File: config.mk
export PLATFORM = sky130hd
export DESIGN_NAME = websocket_pixel_frame_parser_core_flat
export DESIGN_NICKNAME = d
export VERILOG_FILES = /design/src/rtl/wpf_pkg.sv /design/src/rtl/wpf_if.sv /design/src/rtl/websocket_pixel_frame_parser_core.sv /design/src/flat_wrapper.sv
export SDC_FILE = /design/constraint.sdc
export NUM_CORES = 1
export LEC_CHECK = 0
export ABC_CLOCK_PERIOD_IN_PS = 5400
export BUFFER_PORTS_ARGS = -buffer_cell sky130_fd_sc_hd__buf_2
export CAP_MARGIN = 10
export CORE_ASPECT_RATIO = 0.8
export CORE_MARGIN = 2
export CORE_UTILIZATION = 35
export CTS_CLUSTER_SIZE = 10
export DETAILED_ROUTE_END_ITERATION = 10
export PLACE_DENSITY = 0.56
export SLEW_MARGIN = 20
export SYNTH_ARGS = -nofsm -noshare
export SYNTH_HDL_FRONTEND = slang
export SYNTH_SLANG_ARGS = --single-unit
File: constraint.sdc
create_clock -name clk -period 5.4 [get_ports clk]
set_clock_uncertainty 0.05 [all_clocks]
set_input_delay 0.54 -clock clk [delete_from_list [all_inputs] [get_ports clk]]
set_output_delay 0.54 -clock clk [all_outputs]
set_load 0.02 [all_outputs]
File: src/rtl/wpf_pkg.sv
package wpf_pkg;

  localparam int DATA_W   = 8;
  localparam int COORD_W  = 8;
  localparam int CANVAS_W = 9;
  localparam int LEN_W    = 64;
  localparam int KEY_W    = 32;
  localparam int OPC_W    = 4;
  localparam int POS_W    = 4;
  localparam int CFG_IDX_W = 1;
  localparam int CFG_DATA_W = CANVAS_W;

  localparam logic [CFG_IDX_W-1:0] CFG_CANVAS_WIDTH  = 1'b0;
  localparam logic [CFG_IDX_W-1:0] CFG_CANVAS_HEIGHT = 1'b1;

  localparam logic [CANVAS_W-1:0] CANVAS_WIDTH_RST  = 9'd100;
  localparam logic [CANVAS_W-1:0] CANVAS_HEIGHT_RST = 9'd100;

  localparam logic [OPC_W-1:0] OPC_BINARY = 4'h2;
  localparam logic [OPC_W-1:0] OPC_CLOSE  = 4'h8;

  localparam logic [6:0] LEN7_EXT16 = 7'd126;
  localparam logic [6:0] LEN7_EXT64 = 7'd127;

  localparam logic [POS_W-1:0] EXT16_BYTES = 4'd2;
  localparam logic [POS_W-1:0] EXT64_BYTES = 4'd8;
  localparam logic [POS_W-1:0] KEY_BYTES   = 4'd4;

  localparam logic EV_PIXEL = 1'b0;
  localparam logic EV_CLOSE = 1'b1;

  typedef enum logic [4:0] {
    PH_HDR0    = 5'b00001,
    PH_HDR1    = 5'b00010,
    PH_EXTLEN  = 5'b00100,
    PH_KEY     = 5'b01000,
    PH_PAYLOAD = 5'b10000
  } phase_t;

  typedef enum logic [1:0] {
    SLOT_X     = 2'd0,
    SLOT_Y     = 2'd1,
    SLOT_COLOR = 2'd2
  } slot_t;

endpackage

File: src/rtl/wpf_if.sv
interface wpf_in_if import wpf_pkg::*; ();
  logic              valid;
  logic              ready;
  logic [DATA_W-1:0] data_byte;

  modport source (output valid, output data_byte, input ready);
  modport sink   (input valid, input data_byte, output ready);
endinterface

interface wpf_out_if import wpf_pkg::*; ();
  logic               valid;
  logic               ready;
  logic               event_kind;
  logic [COORD_W-1:0] pixel_x;
  logic [COORD_W-1:0] pixel_y;
  logic [DATA_W-1:0]  pixel_color;

  modport source (output valid, output event_kind, output pixel_x, output pixel_y,
                  output pixel_color, input ready);
  modport sink   (input valid, input event_kind, input pixel_x, input pixel_y,
                  input pixel_color, output ready);
endinterface

File: src/rtl/websocket_pixel_frame_parser_core.sv
// A result is registered: it is valid in the cycle after the byte that causes it is accepted.
// Throughput: one byte per cycle; the per-byte path is the 64-bit remaining-length
// decrement and compare, between the parser state and the result register.
// A held result does not stall input unless the result register is full and not taken.
// Reset (rst_n low, synchronous): parser back to the first header byte, no result
// pending, canvas width and height back to 100.
module websocket_pixel_frame_parser_core import wpf_pkg::*; (
  input  logic                  clk,
  input  logic                  rst_n,
  wpf_in_if.sink                in_chan,
  wpf_out_if.source             out_chan,
  input  logic                  cfg_we,
  input  logic [CFG_IDX_W-1:0]  cfg_idx,
  input  logic [CFG_DATA_W-1:0] cfg_wdata
);

  logic [CANVAS_W-1:0] canvas_w_r, canvas_h_r;

  phase_t              phase_r, phase_nxt;
  logic [OPC_W-1:0]    opcode_r, opcode_nxt;
  logic                mask_r, mask_nxt;
  logic [POS_W-1:0]    pos_r, pos_nxt;
  logic [LEN_W-1:0]    len_r, len_nxt;     // length while parsing, bytes left in payload
  logic [1:0]          idx_r, idx_nxt;     // payload index mod 4
  logic [KEY_W-1:0]    key_r, key_nxt;
  slot_t               slot_r, slot_nxt;
  logic [COORD_W-1:0]  held_x_r, held_x_nxt, held_y_r, held_y_nxt;

  logic                out_valid_r;
  logic                out_kind_r;
  logic [COORD_W-1:0]  out_x_r, out_y_r;
  logic [DATA_W-1:0]   out_color_r;

  logic                ev_valid, ev_kind;
  logic [COORD_W-1:0]  ev_x, ev_y;
  logic [DATA_W-1:0]   ev_color;

  logic [DATA_W-1:0]   b, v, key_byte;
  logic [LEN_W-1:0]    len_cand;
  logic                len_done, hdr_done, in_fire, in_rdy;

  assign b       = in_chan.data_byte;
  assign in_rdy  = !out_valid_r || out_chan.ready;
  assign in_fire = in_chan.valid && in_rdy;
  assign in_chan.ready = in_rdy;

  always_comb begin
    unique case (idx_r)
      2'd0: key_byte = key_r[31:24];
      2'd1: key_byte = key_r[23:16];
      2'd2: key_byte = key_r[15:8];
      default: key_byte = key_r[7:0];
    endcase
  end

  assign v = mask_r ? (b ^ key_byte) : b;

  always_comb begin
    phase_nxt  = phase_r;
    opcode_nxt = opcode_r;
    mask_nxt   = mask_r;
    pos_nxt    = pos_r;
    len_nxt    = len_r;
    idx_nxt    = idx_r;
    key_nxt    = key_r;
    slot_nxt   = slot_r;
    held_x_nxt = held_x_r;
    held_y_nxt = held_y_r;
    ev_valid   = 1'b0;
    ev_kind    = EV_PIXEL;
    ev_x       = '0;
    ev_y       = '0;
    ev_color   = '0;
    len_cand   = len_r;
    len_done   = 1'b0;
    hdr_done   = 1'b0;

    unique case (phase_r)
      PH_HDR1: begin
        mask_nxt = b[7];
        key_nxt  = '0;
        if (b[6:0] == LEN7_EXT16) begin
          len_nxt   = '0;
          pos_nxt   = EXT16_BYTES;
          phase_nxt = PH_EXTLEN;
        end else if (b[6:0] == LEN7_EXT64) begin
          len_nxt   = '0;
          pos_nxt   = EXT64_BYTES;
          phase_nxt = PH_EXTLEN;
        end else begin
          len_cand = {{(LEN_W-7){1'b0}}, b[6:0]};
          len_nxt  = len_cand;
          len_done = 1'b1;
        end
      end
      PH_EXTLEN: begin
        len_cand = {len_r[LEN_W-DATA_W-1:0], b};
        len_nxt  = len_cand;
        pos_nxt  = pos_r - POS_W'(1);
        len_done = (pos_r == 4'd1);
      end
      PH_KEY: begin
        key_nxt  = {key_r[KEY_W-DATA_W-1:0], b};
        pos_nxt  = pos_r - POS_W'(1);
        hdr_done = (pos_r == 4'd1);
      end
      PH_PAYLOAD: begin
        if (opcode_r == OPC_BINARY) begin
          unique case (slot_r)
            SLOT_X: begin
              held_x_nxt = v;
              slot_nxt   = SLOT_Y;
            end
            SLOT_Y: begin
              held_y_nxt = v;
              slot_nxt   = SLOT_COLOR;
            end
            default: begin
              if ({1'b0, held_x_r} < canvas_w_r && {1'b0, held_y_r} < canvas_h_r) begin
                ev_valid = 1'b1;
                ev_kind  = EV_PIXEL;
                ev_x     = held_x_r;
                ev_y     = held_y_r;
                ev_color = v;
              end
              slot_nxt = SLOT_X;
            end
          endcase
        end
        idx_nxt = idx_r + 2'd1;
        len_nxt = len_r - LEN_W'(1);
        if (len_r == {{(LEN_W-1){1'b0}}, 1'b1}) begin
          phase_nxt = PH_HDR0;
          slot_nxt  = SLOT_X;
          idx_nxt   = '0;
          if (opcode_r == OPC_CLOSE) begin
            ev_valid = 1'b1;
            ev_kind  = EV_CLOSE;
          end
        end
      end
      default: begin
        opcode_nxt = b[OPC_W-1:0];
        phase_nxt  = PH_HDR1;
      end
    endcase

    if (len_done) begin
      if (mask_nxt) begin
        phase_nxt = PH_KEY;
        pos_nxt   = KEY_BYTES;
        key_nxt   = '0;
      end else begin
        hdr_done = 1'b1;
      end
    end

    // header complete: enter payload, or finish an empty frame here
    if (hdr_done) begin
      idx_nxt  = '0;
      slot_nxt = SLOT_X;
      pos_nxt  = '0;
      if (len_cand != '0) begin
        phase_nxt = PH_PAYLOAD;
      end else begin
        phase_nxt = PH_HDR0;
        if (opcode_r == OPC_CLOSE) begin
          ev_valid = 1'b1;
          ev_kind  = EV_CLOSE;
        end
      end
    end
  end

  always_ff @(posedge clk) begin
    if (!rst_n) begin
      canvas_w_r <= CANVAS_WIDTH_RST;
      canvas_h_r <= CANVAS_HEIGHT_RST;
    end else if (cfg_we) begin
      unique case (cfg_idx)
        CFG_CANVAS_WIDTH: canvas_w_r <= cfg_wdata;
        default:          canvas_h_r <= cfg_wdata;
      endcase
    end
  end

  always_ff @(posedge clk) begin
    if (!rst_n) begin
      phase_r  <= PH_HDR0;
      opcode_r <= '0;
      mask_r   <= 1'b0;
      pos_r    <= '0;
      len_r    <= '0;
      idx_r    <= '0;
      key_r    <= '0;
      slot_r   <= SLOT_X;
      held_x_r <= '0;
      held_y_r <= '0;
    end else if (in_fire) begin
      phase_r  <= phase_nxt;
      opcode_r <= opcode_nxt;
      mask_r   <= mask_nxt;
      pos_r    <= pos_nxt;
      len_r    <= len_nxt;
      idx_r    <= idx_nxt;
      key_r    <= key_nxt;
      slot_r   <= slot_nxt;
      held_x_r <= held_x_nxt;
      held_y_r <= held_y_nxt;
    end
  end

  // result register: load on a producing beat, drop once taken
  always_ff @(posedge clk) begin
    if (!rst_n) begin
      out_valid_r <= 1'b0;
    end else if (in_rdy) begin
      out_valid_r <= in_fire && ev_valid;
    end
  end

  always_ff @(posedge clk) begin
    if (in_fire && ev_valid) begin
      out_kind_r  <= ev_kind;
      out_x_r     <= ev_x;
      out_y_r     <= ev_y;
      out_color_r <= ev_color;
    end
  end

  assign out_chan.valid       = out_valid_r;
  assign out_chan.event_kind  = out_kind_r;
  assign out_chan.pixel_x     = out_x_r;
  assign out_chan.pixel_y     = out_y_r;
  assign out_chan.pixel_color = out_color_r;

endmodule

File: src/flat_wrapper.sv
// flat-port wrapper written by rule: the top's interface ports become plain ports
module websocket_pixel_frame_parser_core_flat import wpf_pkg::*;
  (clk, rst_n, cfg_we, cfg_idx, cfg_wdata, in_chan_valid, in_chan_data_byte, in_chan_ready, out_chan_valid, out_chan_event_kind, out_chan_pixel_x, out_chan_pixel_y, out_chan_pixel_color, out_chan_ready);
  wpf_in_if in_chan_i ();
  wpf_out_if out_chan_i ();
  input  logic clk;
  input  logic rst_n;
  input  logic cfg_we;
  input  logic [CFG_IDX_W-1:0] cfg_idx;
  input  logic [CFG_DATA_W-1:0] cfg_wdata;
  input wire logic [$bits(in_chan_i.valid)-1:0] in_chan_valid;
  input wire logic [$bits(in_chan_i.data_byte)-1:0] in_chan_data_byte;
  output wire logic [$bits(in_chan_i.ready)-1:0] in_chan_ready;
  output wire logic [$bits(out_chan_i.valid)-1:0] out_chan_valid;
  output wire logic [$bits(out_chan_i.event_kind)-1:0] out_chan_event_kind;
  output wire logic [$bits(out_chan_i.pixel_x)-1:0] out_chan_pixel_x;
  output wire logic [$bits(out_chan_i.pixel_y)-1:0] out_chan_pixel_y;
  output wire logic [$bits(out_chan_i.pixel_color)-1:0] out_chan_pixel_color;
  input wire logic [$bits(out_chan_i.ready)-1:0] out_chan_ready;
  assign in_chan_i.valid = in_chan_valid;
  assign in_chan_i.data_byte = in_chan_data_byte;
  assign in_chan_ready = in_chan_i.ready;
  assign out_chan_valid = out_chan_i.valid;
  assign out_chan_event_kind = out_chan_i.event_kind;
  assign out_chan_pixel_x = out_chan_i.pixel_x;
  assign out_chan_pixel_y = out_chan_i.pixel_y;
  assign out_chan_pixel_color = out_chan_i.pixel_color;
  assign out_chan_i.ready = out_chan_ready;
  websocket_pixel_frame_parser_core u_core (.clk(clk), .rst_n(rst_n), .in_chan(in_chan_i), .out_chan(out_chan_i), .cfg_we(cfg_we), .cfg_idx(cfg_idx), .cfg_wdata(cfg_wdata));
endmodule
## After elaboration in Yosys (flattened, before gate mapping)

Index checks and enable logic that the tools add are counted.

- Bits of input ports: 23
- Logic and storage cells: 119
- Register bits after elaboration: 174
- Output and inout port bits: 27

- Add/subtract/negate cells: 3
- Equal/unequal tests: 13
- $lt $le $gt $ge: 2
- Muxes and demuxes: 55
- Bitwise logic cells: 6
- Reductions and logical operators: 23

Operators with widths:

| kind | count |
|---|---|
| $mux 64 | 3 |
| $pmux 64 s3 | 1 |
| $pmux 64 s2 | 1 |
| $eq 64x1->1 const B | 1 |
| $mux 32 | 2 |
| $pmux 32 s2 | 1 |
| $reduce_bool 64->1 | 1 |
| $sub 64x1->64 const B | 1 |
| $mux 5 | 7 |
| $pmux 8 s3 | 1 |
| $mux 1 | 21 |
| $mux 4 | 5 |
| $lt 8x9->1 | 2 |
| $pmux 5 s3 | 1 |
| $eq 7x7->1 const B | 2 |
| $mux 2 | 7 |
| $reduce_and 2->1 | 5 |
| $mux 8 | 1 |
| $pmux 4 s2 | 1 |
| $reduce_and 4->1 | 2 |
| $xor 8x8->8 | 1 |
| $mux 7 | 1 |
| $reduce_bool 3->1 | 2 |
| $eq 5x2->1 const B | 1 |
| 22 further kinds | 31 |

## Longest topological paths before layout

- Depth after elaboration: 12
- Gate-level depth with buffers: 10
- Mapped depth without buffers: 9

## Worst setup path after synthesis

Ideal clock, no wire load.

- Path kind: register -> register
- Start point: reg u_core.len_r[8]
- End point: reg u_core.out_kind_r, in the netlist u_core.out_chan.event_kind, enable pin
- Buffers on the path: 0
- Required time: 4.935 ns
- Slack: 1.369 ns
- Stages on the path, launching flop included: 8
- Arrival time: 3.565 ns
- Period minus slack after synthesis: 4.031 ns
- Library setup time: 0.415 ns
- Path through: dfxtp_1 -> or4_4 -> or4_4 -> nor4_1 -> o31ai_1 -> nor4_1 -> o21bai_1 -> a21oi_1

- Longest elaborated chain between the ends: 7
- Elaborated cells on any way between the ends: 11
- Classes of those cells: eq/ne (1); mux (8); reduce/logical (2)

RTL lines:

| item | RTL line | RTL |
|---|---|---|
| from (decl) | websocket_pixel_frame_parser_core.sv:23 | `logic [LEN_W-1:0] len_r, len_nxt;` |
| from (signal assigned) | websocket_pixel_frame_parser_core.sv:204 | `len_r <= len_nxt;` |
| $mux 64 or $eq 64x1->1 (tied branches) | websocket_pixel_frame_parser_core.sv:86, websocket_pixel_frame_parser_core.sv:132 |  |
| $mux 64 or $mux 1 (tied branches) | websocket_pixel_frame_parser_core.sv:82, websocket_pixel_frame_parser_core.sv:132 |  |
| $pmux 64 s2 or $mux 1 (tied branches) | websocket_pixel_frame_parser_core.sv:78 | `unique case (phase_r)` |
| $reduce_bool 64->1 or $mux 1 (tied branches) | websocket_pixel_frame_parser_core.sv:163, websocket_pixel_frame_parser_core.sv:167 |  |
| $mux 1 | websocket_pixel_frame_parser_core.sv:163 | `if (len_cand != '0) begin` |
| $mux 1 * | websocket_pixel_frame_parser_core.sv:159 | `if (hdr_done) begin` |
| $logic_and 1x1->1 * | websocket_pixel_frame_parser_core.sv:223 | `if (in_fire && ev_valid) begin` |
| to (signal assigned) | websocket_pixel_frame_parser_core.sv:224 | `out_kind_r <= ev_kind;` |
| to (decl) | websocket_pixel_frame_parser_core.sv:30 | `logic out_kind_r;` |

Every way passes the cells marked *; elsewhere a longest branch is shown, timed or not.
A chain may end at the register's enable or synchronous reset.

## Final worst setup path

- Start point: reg u_core.len_r[8]
- End point: reg u_core.out_y_r[0], in the netlist u_core.out_chan.pixel_y[0], enable pin

- Longest elaborated chain between the ends: 7
- Elaborated cells on any way between the ends: 11
- Classes of those cells: eq/ne (1); mux (8); reduce/logical (2)

RTL lines:

| item | RTL line | RTL |
|---|---|---|
| $mux 64 or $eq 64x1->1 (tied branches) | websocket_pixel_frame_parser_core.sv:86, websocket_pixel_frame_parser_core.sv:132 |  |
| $mux 64 or $mux 1 (tied branches) | websocket_pixel_frame_parser_core.sv:82, websocket_pixel_frame_parser_core.sv:132 |  |
| $pmux 64 s2 or $mux 1 (tied branches) | websocket_pixel_frame_parser_core.sv:78 |  |
| $reduce_bool 64->1 or $mux 1 (tied branches) | websocket_pixel_frame_parser_core.sv:163, websocket_pixel_frame_parser_core.sv:167 |  |
| $mux 1 | websocket_pixel_frame_parser_core.sv:163 |  |
| $mux 1 * | websocket_pixel_frame_parser_core.sv:159 |  |
| $logic_and 1x1->1 * | websocket_pixel_frame_parser_core.sv:223 |  |
| to (signal assigned) | websocket_pixel_frame_parser_core.sv:226 | `out_y_r <= ev_y;` |
| to (decl) | websocket_pixel_frame_parser_core.sv:31 | `logic [COORD_W-1:0] out_x_r, out_y_r;` |

Marked as above.

==> impl_summary.log <==
INFO  metric max_cap_violations = 0
INFO  metric place.gp.congestion = 0.865
INFO  metric worst_slew_margin_rel = 0.317
INFO  metric setup-tns-final = 0 ns
INFO  metric fin_crit_sh = 0.676
INFO  metric clock.fmax = 274 MHz
INFO  metric cts.reportedPaths.clkPinSlew = 0.06 ns
INFO  metric global_route.overflow_total = 0
INFO  metric wire_length_of_the_first_global_routing_pass = 44.1 mm
INFO  metric min_path_type = input port to flop
INFO  metric synth_seq_cells = 174
INFO  metric timing.critical_path.fanout_max = 25
INFO  metric design_area = 10,200 sq um
INFO  metric static-leakage-power = 3.64 nW
INFO  metric tritoncts_clock_tree = done
INFO  metric sequentialPowerShare = 0.455
INFO  metric synth.lib_cells_used.distinct = 72
INFO  metric ys_top_cells_by_area = sky130_fd_sc_hd__dfxtp_1 (33%), sky130_fd_sc_hd__edfxtp_1 (8.2%), sky130_fd_sc_hd__nor2_1 (5.9%), sky130_fd_sc_hd__nand2_1 (5.1%), sky130_fd_sc_hd__a22oi_1 (4.6%)
INFO  metric run_status = complete, no violations
INFO  metric die_width = 184 um
INFO  metric root_buffer = sky130_fd_sc_hd__clkbuf_16
INFO  metric cts-resized-gates = 0
INFO  metric whs = 0.295 ns
INFO  metric drive_gt1_frac = 0.0958
INFO  metric arrival = 3.71 ns
INFO  metric yosysTopAreaCell = sky130_fd_sc_hd__dfxtp_1
INFO  metric worst_path_max_delay_cell = sky130_fd_sc_hd__nor4_1
INFO  metric cp-end-kind = flop
INFO  metric first_global_vias = 7,851
INFO  metric max_slew.worst_pin.slew = 1.03 ns
INFO  metric vias_per_cell = 5.81
INFO  metric hpwl = 18.8 mm
INFO  metric synth_flop_cell = sky130_fd_sc_hd__dfxtp_1
INFO  metric wl_per_cell = 18.4 um
INFO  metric critPathLaunchType = flop
INFO  metric antenna_cells = 0
INFO  metric critical_path_class = flop to flop
INFO  metric max_stage_delay = 0.70 ns
INFO  metric die_y = 148 um
INFO  metric final_report_max_slew_violation_count = 0
INFO  metric data_required_critical_path = 5.46 ns
INFO  metric initial_core_utilization = 0.358
INFO  metric grt_antenna_before_repair = 0
INFO  metric post_cts_setup_repair_bufs = 0
INFO  metric placed_area = 9600 sq um
INFO  metric timing.critical_path.cells = nor4_1 -> nand4b_1 -> o31ai_1 -> o31ai_1 -> nor4_1 -> o21bai_1 -> a21oi_2 -> buf_4
INFO  metric cts_hold_buffers = 0
INFO  metric drt-initial-drc-count = 1,018
INFO  metric cts_buffers = 17
INFO  metric synth_top_area_share = 0.327
INFO  metric num-nets-final = 1,180
INFO  metric drt_pass1_iterations = 6
INFO  metric setup_slack = 1.75 ns
INFO  metric peakVddDrop = 0.000201 V
INFO  metric p_switching = 0.752 mW
INFO  metric finalSetupViolCount = 0
INFO  metric dr_total_vias = 8,711
INFO  metric routed_wl = 27.6 mm
INFO  metric ctsHtreeMaxLevel = 4
INFO  metric final_antenna_net_count = 0
INFO  metric worst_skew_pair.late_latency = 0.44 ns
INFO  metric clock_path_buffers = 2
INFO  metric switching_share = 0.257
INFO  metric synth_async_sr_flop_share = 0
INFO  metric num_rows = 52
INFO  metric mappedNetlistNets = 1,182
INFO  metric core_area = 25,400 sq um
INFO  metric combPwrFrac = 0.092
INFO  metric grt_util_all_layers = 0.204
INFO  metric cts.sink_count = 174
INFO  metric cellInternalPower = 2.18 mW
INFO  metric synth_warn = 0
INFO  metric finalHoldViolations = 0
INFO  metric synthCells = 1,137
INFO  metric grt_max_degree = 65
INFO  metric power.share.clock = 0.453
INFO  metric reg2reg_slack = 1.75 ns
INFO  metric power_density = 287 nW/um^2
INFO  metric die_outline_area = 27,400 sq um
INFO  metric synth.cell_area = 9120 sq um
INFO  metric layout_min_cycle_time = 3.65 ns
INFO  metric post_synth_edffs = 25
INFO  metric layout-area-overhead-vs-synth = 12.1%
INFO  metric io_pins = 50
INFO  metric worst_case_setup_slack_after_placement = 1.81 ns
INFO  metric route.detailed.drc = 0
INFO  metric synth_seq_area_share = 0.409
INFO  metric place.port_buffers = 49
INFO  metric synth.avg_cell_area = 8.02 sq um
INFO  metric grt_setup_unrepaired = false
[registers in the layout (all words and copies together) (netlist names)]
signal and cells:
u_core.out_chan.pixel_y 8, u_core.mask_r 1, u_core.canvas_w_r 9, u_core.slot_r 2, u_core.phase_r 5, u_core.opcode_r 4
u_core.out_chan.pixel_x 8, u_core.len_r 64, u_core.held_x_r 8, u_core.out_chan.event_kind 1, u_core.key_r 32, u_core.canvas_h_r 9
u_core.out_chan.pixel_color 8, u_core.held_y_r 8, u_core.idx_r 2, u_core.out_chan.valid 1, u_core.pos_r 4
[cells by family (layout without fill, tap and decap cells)]
| family | count (synthesis) | in the layout | share of synthesized area |
|---|---|---|---|
| AO/OA/AOI/OAI | 338 | 338 | 0.245 |
| XOR/XNOR | 15 | 15 | 0.0144 |
| adder cells (fa/ha/maj) | 22 | 22 | 0.0302 |
| buffers and inverters | 116 | 127 | 0.0521 |
| flip-flops | 174 | 174 | 0.409 |
| multiplexers | 5 | 5 | 0.00549 |
| AND/OR/NAND/NOR | 467 | 467 | 0.243 |
[power by group through the flow]
| stage | Clock [mW] | Sequential, mW | Combinational (mW) |
|---|---|---|---|
| 5_1_grt | 1.40 | 1.34 | 0.295 |
| 3_3_place_gp | 0 | 1.36 | 0.263 |
| 4_1_cts | 1.35 | 1.33 | 0.263 |
| 6_report | 1.33 | 1.34 | 0.269 |
| 3_5_place_dp | 0 | 1.36 | 0.261 |
| 2_1_floorplan | 0 | 1.36 | 0.184 |
[Yosys cell counts (8+ instances only)]
cell type / count
sky130_fd_sc_hd__nand2_1: 125
sky130_fd_sc_hd__inv_1: 34
sky130_fd_sc_hd__a32oi_1: 8
sky130_fd_sc_hd__o21ai_0: 84
sky130_fd_sc_hd__nand2b_1: 9
sky130_fd_sc_hd__a221oi_1: 8
sky130_fd_sc_hd__a22oi_1: 56
sky130_fd_sc_hd__ha_1: 22
sky130_fd_sc_hd__a211oi_1: 19
sky130_fd_sc_hd__nor3_1: 43
sky130_fd_sc_hd__a21oi_1: 72
sky130_fd_sc_hd__or3_1: 9
sky130_fd_sc_hd__nand3_1: 35
sky130_fd_sc_hd__nor4_1: 27
sky130_fd_sc_hd__a222oi_1: 8
sky130_fd_sc_hd__dfxtp_1: 149
sky130_fd_sc_hd__and2_1: 24
sky130_fd_sc_hd__edfxtp_1: 25
sky130_fd_sc_hd__nor2_1: 144
sky130_fd_sc_hd__xor2_1: 11
sky130_fd_sc_hd__nand4_1: 10
sky130_fd_sc_hd__o31ai_1: 9
sky130_fd_sc_hd__clkbuf_1: 71
[metrics by stage]
step / power [mW] / cells / utilization
floorplan: 1.54 / 1137 / -
global placement: 1.63 / 1467 / 0.377
global route: 3.03 / 1499 / 0.402
detailed placement: 1.63 / 1467 / 0.377
CTS: 2.95 / 1499 / 0.402
finish: 2.93 / 1499 / 0.402
[cell type report]
class | instances | area [sq um]
Tap cell | 351 | 439
Sequential cell | 174 | 3730
Multi-Input combinational cell | 847 | 4960
Fill cell | 2633 | 15200
Clock inverter | 13 | 188
Timing Repair Buffer | 61 | 335
Inverter | 34 | 129
Clock buffer | 19 | 433
[worst max-delay path: cells and delay by family (launching register included)]
kind / cells / cell delay (ns)
compound gates: 4 / 0.86
buf+inv: 1 / 0.34
flops: 1 / 0.39
simple gates: 3 / 1.67
[per-layer routing]
layer | share of wire | GRT usage | vias to the layer above
met3 | 0.071 | 0.0370 | 31
met4 | 0.013 | 0.0516 | 0
li1 | - | - | 4185
met1 | 0.52 | 0.320 | 4180
met2 | 0.40 | 0.281 | 315
met5 | 0 | 0 | -
[placed cells by master (no fill, tap or decap), types with 5 or more instances in the layout]
master                      netlist  routed
sky130_fd_sc_hd__inv_1           34      33
sky130_fd_sc_hd__nor3_1          43      43
sky130_fd_sc_hd__o211ai_1         7       7
sky130_fd_sc_hd__edfxtp_1        25      25
sky130_fd_sc_hd__or4_1            7       7
sky130_fd_sc_hd__nand2b_1         9       9
sky130_fd_sc_hd__buf_2            0      49
sky130_fd_sc_hd__a31oi_1          7       6
sky130_fd_sc_hd__buf_4            1      12
sky130_fd_sc_hd__a222oi_1         8       8
sky130_fd_sc_hd__nand4_1         10      10
sky130_fd_sc_hd__nand3_1         35      34
sky130_fd_sc_hd__nand2_1        125     125
sky130_fd_sc_hd__or3_1            9       9
sky130_fd_sc_hd__and2_1          24      24
sky130_fd_sc_hd__a22o_1           6       6
sky130_fd_sc_hd__o22ai_1          7       7
sky130_fd_sc_hd__nor2_1         144     143
sky130_fd_sc_hd__clkbuf_16        0      17
sky130_fd_sc_hd__o21ai_0         84      84
sky130_fd_sc_hd__nor4_1          27      26
sky130_fd_sc_hd__o31ai_1          9       8
sky130_fd_sc_hd__a21o_1           6       6
sky130_fd_sc_hd__a21oi_1         72      71
sky130_fd_sc_hd__ha_1            22      22
sky130_fd_sc_hd__a22oi_1         56      56
sky130_fd_sc_hd__a221oi_1         8       8
sky130_fd_sc_hd__a211oi_1        19      19
sky130_fd_sc_hd__dfxtp_1        149     149
sky130_fd_sc_hd__nor2b_1          5       5
sky130_fd_sc_hd__a32oi_1          8       8
sky130_fd_sc_hd__xor2_1          11      11
sky130_fd_sc_hd__a32o_1           7       7
sky130_fd_sc_hd__mux2i_1          5       5
sky130_fd_sc_hd__and3_1           7       7
[final timing paths]
path                         from                    endpoint  cells after the start
min reg2reg  u_core.canvas_w_r[8]        u_core.canvas_w_r[8]                      2
min                  cfg_wdata[2]        u_core.canvas_w_r[2]                      3
max reg2reg       u_core.len_r[8]  u_core.out_chan.pixel_y[0]                      8
max               u_core.len_r[8]  u_core.out_chan.pixel_y[0]                      8
(Power assumes the default switching activity.)
